--- config.mk ---
export PLATFORM = sky130hd
export DESIGN_NAME = srtp_front
export DESIGN_NICKNAME = d
export VERILOG_FILES = /design/src/srtp_pkg.sv /design/src/srtp_front.sv
export SDC_FILE = /design/constraint.sdc
export NUM_CORES = 1
export LEC_CHECK = 0
export ABC_AREA = 1
export BUFFER_PORTS_ARGS = -buffer_cell sky130_fd_sc_hd__buf_2
export CORE_MARGIN = 2
export CORE_UTILIZATION = 45
export DETAILED_ROUTE_END_ITERATION = 7
export GPL_TIMING_DRIVEN = 1
export PLACE_DENSITY = 0.66
export SLEW_MARGIN = 20
export SYNTH_ARGS = -nofsm -noshare
export SYNTH_HDL_FRONTEND = slang
export SYNTH_SLANG_ARGS = --single-unit
--- constraint.sdc ---
create_clock -name aclk -period 8.1 [get_ports aclk]
set_input_delay 1.215 -clock aclk [delete_from_list [all_inputs] [get_ports aclk]]
set_output_delay 1.215 -clock aclk [all_outputs]
set_load 0.02 [all_outputs]
--- src/srtp_pkg.sv ---
package srtp_pkg;

    localparam int SALT_BYTES = 14;
    localparam int NUM_ROUNDS = 10;
    localparam int QUEUE_DEPTH = 4;
    localparam int QUEUE_AW = $clog2(QUEUE_DEPTH);

    localparam logic [1:0] REG_KEY_HIGH  = 2'd0;
    localparam logic [1:0] REG_KEY_LOW   = 2'd1;
    localparam logic [1:0] REG_SALT_HIGH = 2'd2;
    localparam logic [1:0] REG_SALT_LOW  = 2'd3;

    typedef struct packed {
        logic [7:0]   data;
        logic         last;
        logic         new_block;
        logic [127:0] counter_block;
        logic [3:0]   position;
    } srtp_item_t;

    function automatic logic [7:0] xtime(input logic [7:0] a);
        xtime = {a[6:0], 1'b0} ^ (a[7] ? 8'h1b : 8'h00);
    endfunction

    function automatic logic [7:0] gf_mul(input logic [7:0] a, input logic [7:0] b);
        logic [7:0] p;
        logic [7:0] x;
        p = 8'h00;
        x = a;
        for (int i = 0; i < 8; i++) begin
            if (b[i]) p = p ^ x;
            x = xtime(x);
        end
        gf_mul = p;
    endfunction

    function automatic logic [7:0] sbox(input logic [7:0] x);
        logic [7:0] r;
        logic [7:0] b;
        logic [7:0] e;
        r = 8'h01;
        b = x;
        e = 8'd254;
        for (int i = 0; i < 8; i++) begin
            if (e[i]) r = gf_mul(r, b);
            b = gf_mul(b, b);
        end
        sbox = r ^ {r[6:0], r[7]} ^ {r[5:0], r[7:6]} ^ {r[4:0], r[7:5]}
               ^ {r[3:0], r[7:4]} ^ 8'h63;
    endfunction

    function automatic logic [127:0] sub_bytes(input logic [127:0] s);
        logic [127:0] o;
        for (int i = 0; i < 16; i++) o[i*8 +: 8] = sbox(s[i*8 +: 8]);
        sub_bytes = o;
    endfunction

    function automatic logic [7:0] st_byte(input logic [127:0] s, input int i);
        st_byte = s[127 - 8*i -: 8];
    endfunction

    function automatic logic [127:0] shift_rows(input logic [127:0] s);
        logic [127:0] o;
        for (int c = 0; c < 4; c++)
            for (int r = 0; r < 4; r++)
                o[127 - 8*(c*4+r) -: 8] = st_byte(s, ((c + r) % 4) * 4 + r);
        shift_rows = o;
    endfunction

    function automatic logic [127:0] mix_columns(input logic [127:0] s);
        logic [127:0] o;
        logic [7:0] a0, a1, a2, a3;
        for (int c = 0; c < 4; c++) begin
            a0 = st_byte(s, c*4);
            a1 = st_byte(s, c*4+1);
            a2 = st_byte(s, c*4+2);
            a3 = st_byte(s, c*4+3);
            o[127 - 8*(c*4)   -: 8] = xtime(a0) ^ xtime(a1) ^ a1 ^ a2 ^ a3;
            o[127 - 8*(c*4+1) -: 8] = a0 ^ xtime(a1) ^ xtime(a2) ^ a2 ^ a3;
            o[127 - 8*(c*4+2) -: 8] = a0 ^ a1 ^ xtime(a2) ^ xtime(a3) ^ a3;
            o[127 - 8*(c*4+3) -: 8] = xtime(a0) ^ a0 ^ a1 ^ a2 ^ xtime(a3);
        end
        mix_columns = o;
    endfunction

    function automatic logic [127:0] next_round_key(input logic [127:0] k,
                                                    input logic [7:0] rcon);
        logic [31:0] w0, w1, w2, w3, t;
        w0 = k[127:96];
        w1 = k[95:64];
        w2 = k[63:32];
        w3 = k[31:0];
        t = {sbox(w3[23:16]) ^ rcon, sbox(w3[15:8]), sbox(w3[7:0]), sbox(w3[31:24])};
        w0 = w0 ^ t;
        w1 = w1 ^ w0;
        w2 = w2 ^ w1;
        w3 = w3 ^ w2;
        next_round_key = {w0, w1, w2, w3};
    endfunction

endpackage

--- src/srtp_front.sv ---
module srtp_front (
    input  logic                aclk,
    input  logic                aresetn,
    input  logic [1:0]          cfg_index,
    input  logic [63:0]         cfg_data,
    input  logic                cfg_we,
    input  logic [7:0]          s_data_in,
    input  logic                s_first_of_packet,
    input  logic                s_last_of_packet,
    input  logic [31:0]         s_ssrc,
    input  logic [47:0]         s_packet_index,
    input  logic                s_valid,
    output logic                s_ready,
    output srtp_pkg::srtp_item_t q_item,
    output logic                q_valid,
    input  logic                q_ready
);
    import srtp_pkg::*;

    logic [47:0]  salt_high_reg;
    logic [63:0]  salt_low_reg;
    logic [111:0] prefix_reg;
    logic [15:0]  block_number_reg;
    logic [3:0]   byte_position_reg;
    logic [111:0] prefix_now;
    logic [15:0]  block_now;
    logic [3:0]   pos_now;
    logic [111:0] salt;
    logic         take;

    srtp_item_t mem [QUEUE_DEPTH];
    logic [QUEUE_AW:0] wptr_reg, rptr_reg;

    assign salt = {salt_high_reg, salt_low_reg};
    assign s_ready = (wptr_reg - rptr_reg) != (QUEUE_AW+1)'(QUEUE_DEPTH);
    assign take = s_valid && s_ready;

    always_comb begin
        if (s_first_of_packet) begin
            prefix_now = salt ^ {32'h0, s_ssrc, s_packet_index};
            block_now  = 16'h0;
            pos_now    = 4'h0;
        end else begin
            prefix_now = prefix_reg;
            block_now  = block_number_reg;
            pos_now    = byte_position_reg;
        end
    end

    always_ff @(posedge aclk) begin
        if (!aresetn) begin
            salt_high_reg     <= '0;
            salt_low_reg      <= '0;
            prefix_reg        <= '0;
            block_number_reg  <= '0;
            byte_position_reg <= '0;
            wptr_reg          <= '0;
        end else begin
            if (cfg_we && cfg_index == REG_SALT_HIGH) salt_high_reg <= cfg_data[47:0];
            if (cfg_we && cfg_index == REG_SALT_LOW)  salt_low_reg  <= cfg_data;
            if (take) begin
                prefix_reg        <= prefix_now;
                byte_position_reg <= pos_now + 4'd1;
                block_number_reg  <= (pos_now == 4'hf) ? block_now + 16'd1 : block_now;
                wptr_reg          <= wptr_reg + 1'b1;
            end
        end
    end

    always_ff @(posedge aclk) begin
        if (take) begin
            mem[wptr_reg[QUEUE_AW-1:0]] <= '{data: s_data_in, last: s_last_of_packet,
                new_block: pos_now == 4'h0, counter_block: {prefix_now, block_now},
                position: pos_now};
        end
    end

    always_ff @(posedge aclk) begin
        if (!aresetn) begin
            rptr_reg <= '0;
        end else if (q_valid && q_ready) begin
            rptr_reg <= rptr_reg + 1'b1;
        end
    end

    assign q_valid = wptr_reg != rptr_reg;
    assign q_item  = mem[rptr_reg[QUEUE_AW-1:0]];

endmodule

==> results.md <==
- Drt drc: 0
- Initial DRC Count: about 1900
- CTS Root Buffer Type: clkbuf_16
- # setup viols final: 0
- H-tree depth: 3
- Final HPWL DP: 47980 µm
- XOR/XNOR Fraction of Synth Area: 2.196%
- Status: complete, no violations
- F_max: 0.2077 GHz
- Unrepaired setup endpoints after global routing: no
- Routed Antenna Nets: 0
- Slew HR: 29.14%
- Post-CTS Setup Inserts: 0
- Initial Util: 45.35%
- Post-Synth Simple-Gate Area: around a tenth
- Mapped Avg Cell Area: 10.87 µm²
- Number of cells on the worst reg-to-reg path: 8
- CP Launch Type: register
- Min-Delay Path Depth: 2
- Post-route cell area: 37180 µm²
- Core Footprint: 71240 µm²
- PwrDens: 395.1 nW/µm²
- Seq/Total Area, Yosys: 68.41%
- Critical Path RT: a little under 7000 ps
- First-pass GRT wire length: ~120000 µm
- Share of cells above drive strength 1: 15.20%
- Library cells used by synthesis: 33
- Synth Register Bits: 820
- Worst vdd ir: roughly 300 µV
- Hold_ws: 444.9 ps
- Nets@finish: about 3400
- Final min period: 4815 ps
- Period Utilization, post-route: 59.44%
- Filler Cells Inserted: 6226
- MaxCap Viol Count: 0
- Clock Pin Slew Worst Setup and Hold Paths: approximately 60 ps
- Synth Net Count: 3143
- Final Hold Viols: 0
- Post-placement cell area: 34400 µm²
- Routed WL per cell: between 15 and 20 µm
- Std cell rows: 98
- Compound-Gate Fraction of Synth Area: 14.43%
- CTS resizes: 0
- Signal arrival time at the worst endpoint: 3600 ps
- Total power: between 0.01 and 0.015 W
- Crit path max fanout: between 70 and 80
- Cell count after synthesis: slightly below 3000
- GP Congestion: 0.7840
- P&R area growth vs syn: 15.11%
- Clock Skew: 20.11 ps
- Static Leak: 13.23 nW
- Final-report max-slew violation count: 0
- Total vias in the final route: around 22000
- GRT Total Usage: a little over a fifth
- Input/output buffers: 304
- CTS tree: yes
- Hold Buf Count CTS: 0
- Min-delay worst type: register to register
- Die outline area: 73950 µm²
- Largest register FFs: ~570
- Most frequent cells in the layout: o21ai_0, edfxtp_1, nor2_1
- Worst slew pin tran: 1063 ps
- Die H: between 200 and 300 µm
- Post-Route WL: 82780 µm
- Largest family of logic cells by synthesized area: compound AO/OA/AOI/OAI gates
- TNS Setup: 0 ps
- Clk buf depth: 3
- Largest net degree at the start of global routing: roughly 170
- Gr ovfl total: 0
- First drt pass iteration count: 7
- Num CTS Buffers: 86
- I/O pin count: 305
- Clk sinks: 820
- Skew-Pair Late Insertion Delay: roughly 630 ps
- Ys Warns: 0
- Initial antenna violation count: 15
- Synthesized area: 32300 µm²
- Synth Area in Adders: 0.3873%
- Via density: roughly 5.3
- Die Width: 271.9 µm
- CP endpoint kind: output pin
- Vias in the first global route: 20917
- Commonest non-fill, non-tap cell in the layout: o21ai_0
- Kind of critical path: register to output pin
- Mux contribution to synthesized area: 0%
## cells by family after synthesis
kind of cell,Yosys count
compound gates,896
flops,820
simple gates,815
buf+inv,350
xor+xnor,81
fa+ha+maj,10
## layer usage
| layer | GRT usage (%) | vias to the layer above | wire [µm] |
|---|---|---|---|
| li1 | - | 10795 | - |
| met2 | 35.45 | 656 | 39170 |
| met1 | 29.25 | 10799 | 35540 |
| met4 | 6.955 | 26 | 2081 |
| met5 | 0 | - | 172 |
| met3 | 4.743 | 143 | 5816 |
## power breakdown
group	internal (W)	leakage (nW)	switching, W
registers	0.00556	7.37	0.000300
clock network	0.00224	1.36	0.00161
logic	0.00132	4.50	0.00367
total	0.00912	13.2	0.00558
## critical path: stages, from the launching register on
cell and delay (ps):
dfxtp_4 530, inv_4 640, buf_4 750, o21ai_0 210, o22ai_1 400, buf_2 260
## metrics by stage
step	cells	setup slack, ps	utilization (%)
floorplan	2972	-18.19	-
global placement	4046	3862	48.25
detailed placement	4047	3907	48.29
CTS	4207	3250	52.18
global route	4207	3099	52.18
finish	4210	3285	52.20
## worst paths after layout
path | start | to | slack (ps)
worst max-delay path | register | q_item[100] | 3290
worst min register to register | prefix_reg[111] | prefix_reg[111] | 440
worst min-delay path | prefix_reg[111] | prefix_reg[111] | 440
worst max register to register | rptr_reg[1] | mem[3][53] | 4360
## cells in the mapped netlist, drive strengths merged
cell type    n  area share (%)
a21oi      141             2.2
and2         1           0.019
buf         66             1.2
clkbuf     135             1.6
dfxtp      252              16
edfxtp     568              53
ha          10            0.39
inv        149             1.8
nand2      251             3.0
nand3       17            0.33
nand4        7            0.15
nor2       536             6.4
nor3         2           0.046
nor3b        1           0.023
o21ai      613             9.5
o22ai      142             2.7
xnor2       81             2.2
## area by class of cell
class                      instances  area [µm²]  share of cell area, %
inverter                         149       584.3                  1.571
antenna                            3       7.507                0.02019
clock inverter                    42       364.1                 0.9792
multi-input combinational       1802        8783                  23.62
clock buffer                     118        2406                  6.471
tap                              950        1189                  3.197
timing repair buffer             326        1742                  4.684
sequential                       820       22110                  59.46
(Power assumes the default switching activity.)
